==> src/rtl/spso_pkg.sv <==
// Package for the screen pixel shift orbiter: widths, codes and the
// saturation, screen-size and cursor snap helpers. No dependencies.
`timescale 1ns / 1ps

package spso_pkg;

  localparam int COORD_BITS   = 13;
  localparam int OFFSET_W     = 14;
  localparam int CALC_W       = 16;
  localparam int SIZE_W       = 14;
  localparam int MAXO_W       = 8;
  localparam int MARGIN_W     = 10;
  localparam int CFG_IDX_W    = 3;
  localparam int CFG_DATA_W   = 14;
  localparam int OFFSET_LIMIT = 8191;
  localparam int SIZE_LIMIT   = 8192;

  typedef logic signed [OFFSET_W-1:0] offset_t;
  typedef logic signed [CALC_W-1:0]   calc_t;
  typedef logic [SIZE_W-1:0]          size_t;
  typedef logic [COORD_BITS-1:0]      coord_t;
  typedef logic [MARGIN_W-1:0]        margin_t;

  typedef enum logic [CFG_IDX_W-1:0] {
    CFG_MAX_OFFSET    = 3'd0,
    CFG_MOUSE_MARGIN  = 3'd1,
    CFG_SCREEN_WIDTH  = 3'd2,
    CFG_SCREEN_HEIGHT = 3'd3,
    CFG_MOUSE_MODE    = 3'd4
  } cfg_idx_e;

  typedef enum logic [1:0] {
    MODE_NONE   = 2'd0,
    MODE_BOUNCE = 2'd1,
    MODE_PAN    = 2'd2
  } mouse_mode_e;

  typedef enum logic [3:0] {
    PH_LEFT  = 4'b0001,
    PH_UP    = 4'b0010,
    PH_RIGHT = 4'b0100,
    PH_DOWN  = 4'b1000
  } phase_e;

  localparam logic REQ_TICK   = 1'b0;
  localparam logic REQ_CURSOR = 1'b1;

  // Clamp a working value to the legal offset range.
  function automatic offset_t sat_offset(calc_t v);
    offset_t r;
    if (v > calc_t'(OFFSET_LIMIT)) begin
      r = offset_t'(OFFSET_LIMIT);
    end else if (v < -calc_t'(OFFSET_LIMIT)) begin
      r = -offset_t'(OFFSET_LIMIT);
    end else begin
      r = offset_t'(v);
    end
    return r;
  endfunction

  // A zero size counts as one pixel, anything past the limit as the limit.
  function automatic size_t eff_size(size_t s);
    size_t r;
    if (s == '0) begin
      r = size_t'(1);
    end else if (s > size_t'(SIZE_LIMIT)) begin
      r = size_t'(SIZE_LIMIT);
    end else begin
      r = s;
    end
    return r;
  endfunction

  // Move one axis offset just far enough that the cursor window, clamped
  // to the screen, lies inside the visible area.
  function automatic offset_t snap_axis(offset_t off, size_t size, coord_t pos,
                                        margin_t margin);
    calc_t o;
    calc_t p;
    calc_t m;
    calc_t last;
    calc_t lo;
    calc_t hi;
    o    = calc_t'(off);
    p    = calc_t'(pos);
    m    = calc_t'(margin);
    last = calc_t'(size) - calc_t'(1);
    lo   = p - m;
    hi   = p + m;
    if (lo < calc_t'(0)) begin
      lo = '0;
    end
    if (hi > last) begin
      hi = last;
    end
    if (lo < -o) begin
      o = -lo;
    end else if (hi > last - o) begin
      o = last - hi;
    end
    return sat_offset(o);
  endfunction

endpackage

==> src/rtl/spso_ifs.sv <==
// Valid/ready channel interfaces of the screen pixel shift orbiter:
// the request channel and the result channel. Depends on spso_pkg.
`timescale 1ns / 1ps

interface spso_req_if
  import spso_pkg::*;
();
  logic   valid;
  logic   ready;
  logic   req_type;
  coord_t cursor_x;
  coord_t cursor_y;

  modport source (output valid, output req_type, output cursor_x, output cursor_y,
                  input ready);
  modport sink (input valid, input req_type, input cursor_x, input cursor_y,
                output ready);
endinterface

interface spso_rsp_if
  import spso_pkg::*;
();
  logic    valid;
  logic    ready;
  offset_t shift_x;
  offset_t shift_y;
  logic    shift_changed;
  logic    restart_timer;

  modport source (output valid, output shift_x, output shift_y,
                  output shift_changed, output restart_timer, input ready);
  modport sink (input valid, input shift_x, input shift_y,
                input shift_changed, input restart_timer, output ready);
endinterface

==> src/rtl/screen_pixel_shift_orbiter_unit.sv <==
// Top level of the screen pixel shift orbiter: orbit stepping, cursor snap
// and the registered result stage. Depends on spso_pkg and spso_ifs.
`timescale 1ns / 1ps

//  Channel   Direction  Content
//  req_i     in         req_type, cursor_x, cursor_y (tick or cursor event)
//  rsp_o     out        shift_x, shift_y, shift_changed, restart_timer
//  cfg_*_i   in         register write: enable, index, data
//
// Every request beat yields one result beat. The update is computed in the
// cycle a request is taken and lands in the state and result registers at
// that edge, so the result is offered in the next cycle and a request can be
// taken every cycle. The one result register holds off the source only while
// it is full and the sink stalls. Reset clears the offsets, heads the orbit
// left, loads the register defaults and empties the result register.

module screen_pixel_shift_orbiter_unit
  import spso_pkg::*;
(
  input  logic                  clk_i,
  input  logic                  rst_ni,
  spso_req_if.sink              req_i,
  spso_rsp_if.source            rsp_o,
  input  logic                  cfg_we_i,
  input  logic [CFG_IDX_W-1:0]  cfg_idx_i,
  input  logic [CFG_DATA_W-1:0] cfg_data_i
);

  // Configuration registers.
  logic [MAXO_W-1:0] max_offset_q;
  margin_t           mouse_margin_q;
  size_t             screen_width_q;
  size_t             screen_height_q;
  logic [1:0]        mouse_mode_q;

  // Orbit and applied offset state.
  offset_t target_x_q, target_x_d;
  offset_t target_y_q, target_y_d;
  offset_t applied_x_q, applied_x_d;
  offset_t applied_y_q, applied_y_d;
  phase_e  phase_q, phase_d;

  // Result register.
  logic    rsp_valid_q;
  offset_t rsp_x_q;
  offset_t rsp_y_q;
  logic    rsp_changed_q;
  logic    rsp_restart_q;

  logic    accept;
  logic    step_is_x;
  logic    step_up;
  offset_t step_src;
  offset_t stepped;
  logic    step_done;
  calc_t   maxo;
  size_t   width_eff;
  size_t   height_eff;
  offset_t cand_x;
  offset_t cand_y;
  logic    do_apply;
  logic    bounce;
  logic    changed;

  // The result register empties or drains this cycle, so a request fits.
  assign req_i.ready = !rsp_valid_q || rsp_o.ready;
  assign accept      = req_i.valid && req_i.ready;

  assign rsp_o.valid         = rsp_valid_q;
  assign rsp_o.shift_x       = rsp_x_q;
  assign rsp_o.shift_y       = rsp_y_q;
  assign rsp_o.shift_changed = rsp_changed_q;
  assign rsp_o.restart_timer = rsp_restart_q;

  // Left and right phases walk the horizontal axis; right and down count up.
  assign step_is_x  = (phase_q == PH_LEFT) || (phase_q == PH_RIGHT);
  assign step_up    = (phase_q == PH_RIGHT) || (phase_q == PH_DOWN);
  assign step_src   = step_is_x ? target_x_q : target_y_q;
  assign stepped    = sat_offset(calc_t'(step_src) + (step_up ? calc_t'(1) : -calc_t'(1)));
  assign maxo       = calc_t'(max_offset_q);
  assign step_done  = step_up ? (calc_t'(stepped) >= maxo) : (calc_t'(stepped) <= -maxo);
  assign width_eff  = eff_size(screen_width_q);
  assign height_eff = eff_size(screen_height_q);

  always_comb begin
    target_x_d = target_x_q;
    target_y_d = target_y_q;
    phase_d    = phase_q;
    cand_x     = applied_x_q;
    cand_y     = applied_y_q;
    do_apply   = 1'b0;
    bounce     = 1'b0;
    if (req_i.req_type == REQ_TICK) begin
      if (step_is_x) begin
        target_x_d = stepped;
      end else begin
        target_y_d = stepped;
      end
      if (step_done) begin
        phase_d = phase_e'({phase_q[2:0], phase_q[3]});
      end
      cand_x   = step_is_x ? stepped : target_x_q;
      cand_y   = step_is_x ? target_y_q : stepped;
      do_apply = 1'b1;
    end else begin
      case (mouse_mode_q)
        MODE_BOUNCE: begin
          // Only the applied offset moves; the orbit target stays put.
          cand_x   = snap_axis(target_x_q, width_eff, req_i.cursor_x, mouse_margin_q);
          cand_y   = snap_axis(target_y_q, height_eff, req_i.cursor_y, mouse_margin_q);
          do_apply = 1'b1;
          bounce   = 1'b1;
        end
        MODE_PAN: begin
          target_x_d = snap_axis(target_x_q, width_eff, req_i.cursor_x, mouse_margin_q);
          target_y_d = snap_axis(target_y_q, height_eff, req_i.cursor_y, mouse_margin_q);
          cand_x     = target_x_d;
          cand_y     = target_y_d;
          do_apply   = 1'b1;
        end
        default: begin
          do_apply = 1'b0;
        end
      endcase
    end
    changed     = do_apply && ((cand_x != applied_x_q) || (cand_y != applied_y_q));
    applied_x_d = changed ? cand_x : applied_x_q;
    applied_y_d = changed ? cand_y : applied_y_q;
  end

  always_ff @(posedge clk_i or negedge rst_ni) begin
    if (!rst_ni) begin
      max_offset_q    <= MAXO_W'(8);
      mouse_margin_q  <= '0;
      screen_width_q  <= SIZE_W'(1920);
      screen_height_q <= SIZE_W'(1080);
      mouse_mode_q    <= MODE_NONE;
    end else if (cfg_we_i) begin
      case (cfg_idx_i)
        CFG_MAX_OFFSET:    max_offset_q    <= cfg_data_i[MAXO_W-1:0];
        CFG_MOUSE_MARGIN:  mouse_margin_q  <= cfg_data_i[MARGIN_W-1:0];
        CFG_SCREEN_WIDTH:  screen_width_q  <= cfg_data_i[SIZE_W-1:0];
        CFG_SCREEN_HEIGHT: screen_height_q <= cfg_data_i[SIZE_W-1:0];
        CFG_MOUSE_MODE:    mouse_mode_q    <= cfg_data_i[1:0];
        default: begin
        end
      endcase
    end
  end

  always_ff @(posedge clk_i or negedge rst_ni) begin
    if (!rst_ni) begin
      target_x_q  <= '0;
      target_y_q  <= '0;
      applied_x_q <= '0;
      applied_y_q <= '0;
      phase_q     <= PH_LEFT;
    end else if (accept) begin
      target_x_q  <= target_x_d;
      target_y_q  <= target_y_d;
      applied_x_q <= applied_x_d;
      applied_y_q <= applied_y_d;
      phase_q     <= phase_d;
    end
  end

  always_ff @(posedge clk_i or negedge rst_ni) begin
    if (!rst_ni) begin
      rsp_valid_q <= 1'b0;
    end else if (accept) begin
      rsp_valid_q <= 1'b1;
    end else if (rsp_o.ready) begin
      rsp_valid_q <= 1'b0;
    end
  end

  always_ff @(posedge clk_i) begin
    if (accept) begin
      rsp_x_q       <= applied_x_d;
      rsp_y_q       <= applied_y_d;
      rsp_changed_q <= changed;
      rsp_restart_q <= changed && bounce;
    end
  end

endmodule
==> src/flat_wrapper.sv <==
// flat-port wrapper written by rule: the top's interface ports become plain ports
module screen_pixel_shift_orbiter_unit_flat import spso_pkg::*;
  (clk_i, rst_ni, cfg_we_i, cfg_idx_i, cfg_data_i, req_i_valid, req_i_req_type, req_i_cursor_x, req_i_cursor_y, req_i_ready, rsp_o_valid, rsp_o_shift_x, rsp_o_shift_y, rsp_o_shift_changed, rsp_o_restart_timer, rsp_o_ready);
  spso_req_if req_i_i ();
  spso_rsp_if rsp_o_i ();
  input  logic clk_i;
  input  logic rst_ni;
  input  logic cfg_we_i;
  input  logic [CFG_IDX_W-1:0] cfg_idx_i;
  input  logic [CFG_DATA_W-1:0] cfg_data_i;
  input wire logic [$bits(req_i_i.valid)-1:0] req_i_valid;
  input wire logic [$bits(req_i_i.req_type)-1:0] req_i_req_type;
  input wire logic [$bits(req_i_i.cursor_x)-1:0] req_i_cursor_x;
  input wire logic [$bits(req_i_i.cursor_y)-1:0] req_i_cursor_y;
  output wire logic [$bits(req_i_i.ready)-1:0] req_i_ready;
  output wire logic [$bits(rsp_o_i.valid)-1:0] rsp_o_valid;
  output wire logic [$bits(rsp_o_i.shift_x)-1:0] rsp_o_shift_x;
  output wire logic [$bits(rsp_o_i.shift_y)-1:0] rsp_o_shift_y;
  output wire logic [$bits(rsp_o_i.shift_changed)-1:0] rsp_o_shift_changed;
  output wire logic [$bits(rsp_o_i.restart_timer)-1:0] rsp_o_restart_timer;
  input wire logic [$bits(rsp_o_i.ready)-1:0] rsp_o_ready;
  assign req_i_i.valid = req_i_valid;
  assign req_i_i.req_type = req_i_req_type;
  assign req_i_i.cursor_x = req_i_cursor_x;
  assign req_i_i.cursor_y = req_i_cursor_y;
  assign req_i_ready = req_i_i.ready;
  assign rsp_o_valid = rsp_o_i.valid;
  assign rsp_o_shift_x = rsp_o_i.shift_x;
  assign rsp_o_shift_y = rsp_o_i.shift_y;
  assign rsp_o_shift_changed = rsp_o_i.shift_changed;
  assign rsp_o_restart_timer = rsp_o_i.restart_timer;
  assign rsp_o_i.ready = rsp_o_ready;
  screen_pixel_shift_orbiter_unit u_core (.clk_i(clk_i), .rst_ni(rst_ni), .req_i(req_i_i), .rsp_o(rsp_o_i), .cfg_we_i(cfg_we_i), .cfg_idx_i(cfg_idx_i), .cfg_data_i(cfg_data_i));
endmodule
==> config.mk <==
export PLATFORM = sky130hd
export DESIGN_NAME = screen_pixel_shift_orbiter_unit_flat
export DESIGN_NICKNAME = d
export VERILOG_FILES = /design/src/rtl/spso_pkg.sv /design/src/rtl/spso_ifs.sv /design/src/rtl/screen_pixel_shift_orbiter_unit.sv /design/src/flat_wrapper.sv
export SDC_FILE = /design/constraint.sdc
export NUM_CORES = 1
export LEC_CHECK = 0
export ABC_AREA = 1
export CORE_UTILIZATION = 30
export DETAILED_ROUTE_END_ITERATION = 12
export DONT_BUFFER_PORTS = 1
export PLACE_DENSITY_LB_ADDON = 0.12
export SYNTH_ARGS = -nofsm -noshare
export SYNTH_HDL_FRONTEND = slang
export SYNTH_SLANG_ARGS = --single-unit
==> constraint.sdc <==
create_clock -name clk_i -period 7.9 [get_ports clk_i]
set_input_delay 1.58 -clock clk_i [delete_from_list [all_inputs] [get_ports clk_i]]
set_output_delay 1.58 -clock clk_i [all_outputs]
set_load 0.01 [all_outputs]
==> run summary <==
The die covers 62200 µm². The number of sinks driven by the clock tree came out at 139. The clock latency on the worst-skew pair was 0.45 ns. The class of the tightest hold or removal check was flop to flop.

The library cell with the largest summed area after synthesis was sky130_fd_sc_hd__nand2_1. Dividing the final minimum period by the clock period gives 93.8%. The post-route cell area was 20900 µm²; the warning count from the yosys run was 0. Total routing usage reported by global routing: 21.4%. The number of antenna violations at the first check in global routing was 0. The tools report the synthesized netlist cell count as 2832. Summed over all layers, the global routing overflow is 0. Max-cap violations in this run came to 0. For this design, the slowest cell found on the critical path is sky130_fd_sc_hd__fa_1.

The initial standard-cell utilization of the core is 30.4%, and the height of the die is 249 µm. By count the netlist is led by sky130_fd_sc_hd__nand2_1, sky130_fd_sc_hd__inv_1, sky130_fd_sc_hd__ha_1, sky130_fd_sc_hd__nor2_1, sky130_fd_sc_hd__o21ai_0. Before antenna repair, the detailed router went through 6 iterations. The total placed cells including tap cells is 3668. Sorting the synthesized cells by area gives the leading types as sky130_fd_sc_hd__nand2_1, sky130_fd_sc_hd__ha_1, sky130_fd_sc_hd__dfrtp_1, sky130_fd_sc_hd__inv_1, sky130_fd_sc_hd__xor2_1. At the pin with the least slew margin, the transition time is 1.09 ns.

Relative slew slack: 26.2%. The share of synthesized flip-flops with an asynchronous set or reset was 78.4%. The floorplan has 90 rows. The run finished with clean final reports. The fraction of synthesized cell area taken by the top area cell type works out to 14.7%.

For this run, the top clock speed supported by timing is 0.135 GHz. The die is 249 µm wide. Setup violations remaining at the end of the flow were counted as 0. The worst setup skew after layout came out at 0.0128 ns. The max-slew violation total from the final report was 0. After the last flow step, the layout net total stands at 3186. The count of input and output buffers was 0.

The number of hold buffers added after CTS was 0. In the global route stage, met2 resource usage came out at 33.8%. For this block, the routed nets add up to 67800 µm of wire. After synthesis the netlist holds a flip-flop and latch count of 139. The worst-path maximum fanout was 9. After global routing, the most crowded layer is met2. After detailed routing, the average wire length per cell comes to 18.3 µm. The detailed router placed 18.6k vias in this run. TritonCTS built the clock tree. The first global-routing pass estimated 103000 µm of wire.

The antenna diode count was 0. Root buffer cell: sky130_fd_sc_hd__clkbuf_16. Yosys mapped the design onto 66 distinct sky130hd cell types. Entering global routing, the biggest net connects 110 pins.

Global routing consumed, on the met3 layer, 3.26% of the routing resources. For the half-perimeter wire length after detailed placement, the log shows 55600 µm. The category of the most critical setup path is primary input to flop. After synthesis, flip-flops and latches occupy 19.8% of the total area. Number of failing hold endpoints at the final stage: 0.

Among all flip-flop cells after synthesis, the most frequent one is sky130_fd_sc_hd__dfrtp_1. The via count of the first global-routing pass is 17.9k. The number of clock buffers added by TritonCTS is 17. Post-synthesis to final-layout area growth: 13.7%.

The kind of start point of the critical path was a primary input. No sink is reached through more buffers than the 2 on the longest clock path. The core region is 60500 µm². In this run, synthesis inferred 30 flip-flops with an integrated enable. In the post-synthesis netlist, the cell with the most instances is sky130_fd_sc_hd__nand2_1. The finished layout holds 3712 standard cells, fillers aside. Once placement finished, the instance area stood at 19900 µm². The H-tree depth is 4. The final weighted congestion in routability-driven placement came out at 0.903.

The clock-pin slew on the worst setup and hold paths was 0.07 ns. The post-route netlist has 10.8% of its cells at a drive strength greater than 1. The first routing iteration left 1448 violations. Met1 demand-to-capacity share in global routing: 30.5%. After detailed routing, the number of remaining DRC violations is 0. For the final routed database, the setup TNS stands at 0 ns. The kind of capture point of the worst setup path is a flop. 81 I/O pins were placed. The worst path needs 7.41 ns of the cycle, external delays included. The cell type with the highest occurrence count on the critical path was sky130_fd_sc_hd__nand2_1.

The synthesized netlist occupies a cell area of 18400 µm². The number of vias per cell was 5.02; the post-route core utilization was 34.6%. At the worst endpoint, the arrival time is 7.61 ns. After synthesis, the mean cell area works out to 6.49 µm². The maximum cell stage delay along the critical path is 0.39 ns, and the post-detailed-route count of antenna-violating nets is 0.

Data on the critical path is required at its endpoint by 8.09 ns.
layout by cell type (no fill, tap or decap), drive strengths merged, types with 2 or more instances in the layout:
cell and count:
ha 211, o21ai 223, and3 2, nor4 5, or2 8, and2 4
nand4 55, a21oi 162, a21boi 5, nor3 32, o21bai 26, a21o 4
nand2 753, nor2 217, nand3b 16, o221ai 3, fa 9, o211ai 8
dfstp 10, clkbuf 20, a31oi 12, edfxtp 30, dfrtp 99, xor2 119
buf 123, inv 455, o41ai 5, xnor2 19, nand3 193, a211oi 10
o31ai 3, a22oi 54, conb 6, o221a 3, clkinv 11, o21a 6
cell type report:
type | instances | area (µm²)
multi-input combinational | 2180 | 13000
sequential | 139 | 3640
clock inverter | 13 | 133
clock buffer | 19 | 453
inverter | 455 | 1710
fill | 6578 | 39600
tap | 782 | 978
timing repair buffer | 124 | 941
layer usage:
layer | wire length [µm] | up-vias
met2 | 29600 | 437
li1 | - | 9460
met1 | 33500 | 8690
met3 | 3480 | 55
met5 | 0 | -
met4 | 1160 | 0
what timing repair did:
item                                    in CTS  in global routing
resized for setup                            5                 68
pin swaps                                    0                 20
buffers inserted                             0                  8
endpoints found under the setup margin       2                 53
gates cloned                                 0                  4
state kept, by name, indices dropped and copies added, names as in the netlist:
register and cells:
u_core.applied_x_q 14, u_core.screen_width_q 14, u_core.rsp_o.valid 1, u_core.rsp_o.shift_changed 1
u_core.mouse_mode_q 2, u_core.phase_q 4, u_core.max_offset_q 8, u_core.rsp_o.restart_timer 1
u_core.target_x_q 14, u_core.applied_y_q 14, u_core.rsp_o.shift_y 14, u_core.screen_height_q 14
u_core.target_y_q 14, u_core.mouse_margin_q 10, u_core.rsp_o.shift_x 14
path summary, 6_finish.rpt:
check                                     startpoint                          to  slack, ns  cells past startpoint
min                           u_core.max_offset_q[3]      u_core.max_offset_q[3]       0.52                      2
max in group asynchronous                     rst_ni    u_core.screen_width_q[7]       6.79                      0
max reg2reg                u_core.screen_height_q[7]  u_core.rsp_o.restart_timer       0.64                     48
max                                req_i_cursor_x[0]  u_core.rsp_o.restart_timer       0.49                     43
min in group asynchronous                     rst_ni       u_core.applied_y_q[7]       0.82                      0
min reg2reg                   u_core.max_offset_q[3]      u_core.max_offset_q[3]       0.52                      2
stage by stage:
| stage | setup WS, ns | hold slack (ns) |
|---|---|---|
| floorplan | 0.580 | 0.453 |
| global placement | -0.211 | 0.475 |
| detailed placement | -0.245 | 0.502 |
| CTS | 0.0590 | 0.518 |
| global route | -0.0370 | 0.548 |
| finish | 0.487 | 0.516 |
worst max-delay path: cells and delay by family:
kind / cells / cell delay, ns
XOR/XNOR: 1 / 0.19
adder cells (fa/ha/maj): 4 / 1.24
AO/OA/AOI/OAI: 13 / 2.00
buffers and inverters: 2 / 0.34
AND/OR/NAND/NOR: 23 / 2.24
logic make-up after synthesis:
kind of cell / after synthesis / share of synthesized area [%]
flip-flops: 139 / 19.8
other: 2 / 0.0409
buffers and inverters: 521 / 11.1
AND/OR/NAND/NOR: 1285 / 30.5
AO/OA/AOI/OAI: 527 / 16.6
adder cells (fa/ha/maj): 220 / 15.3
XOR/XNOR: 138 / 6.58
Power is not shown: default switching activity piles up to over one toggle a cycle in this logic, so the estimate is an artifact.
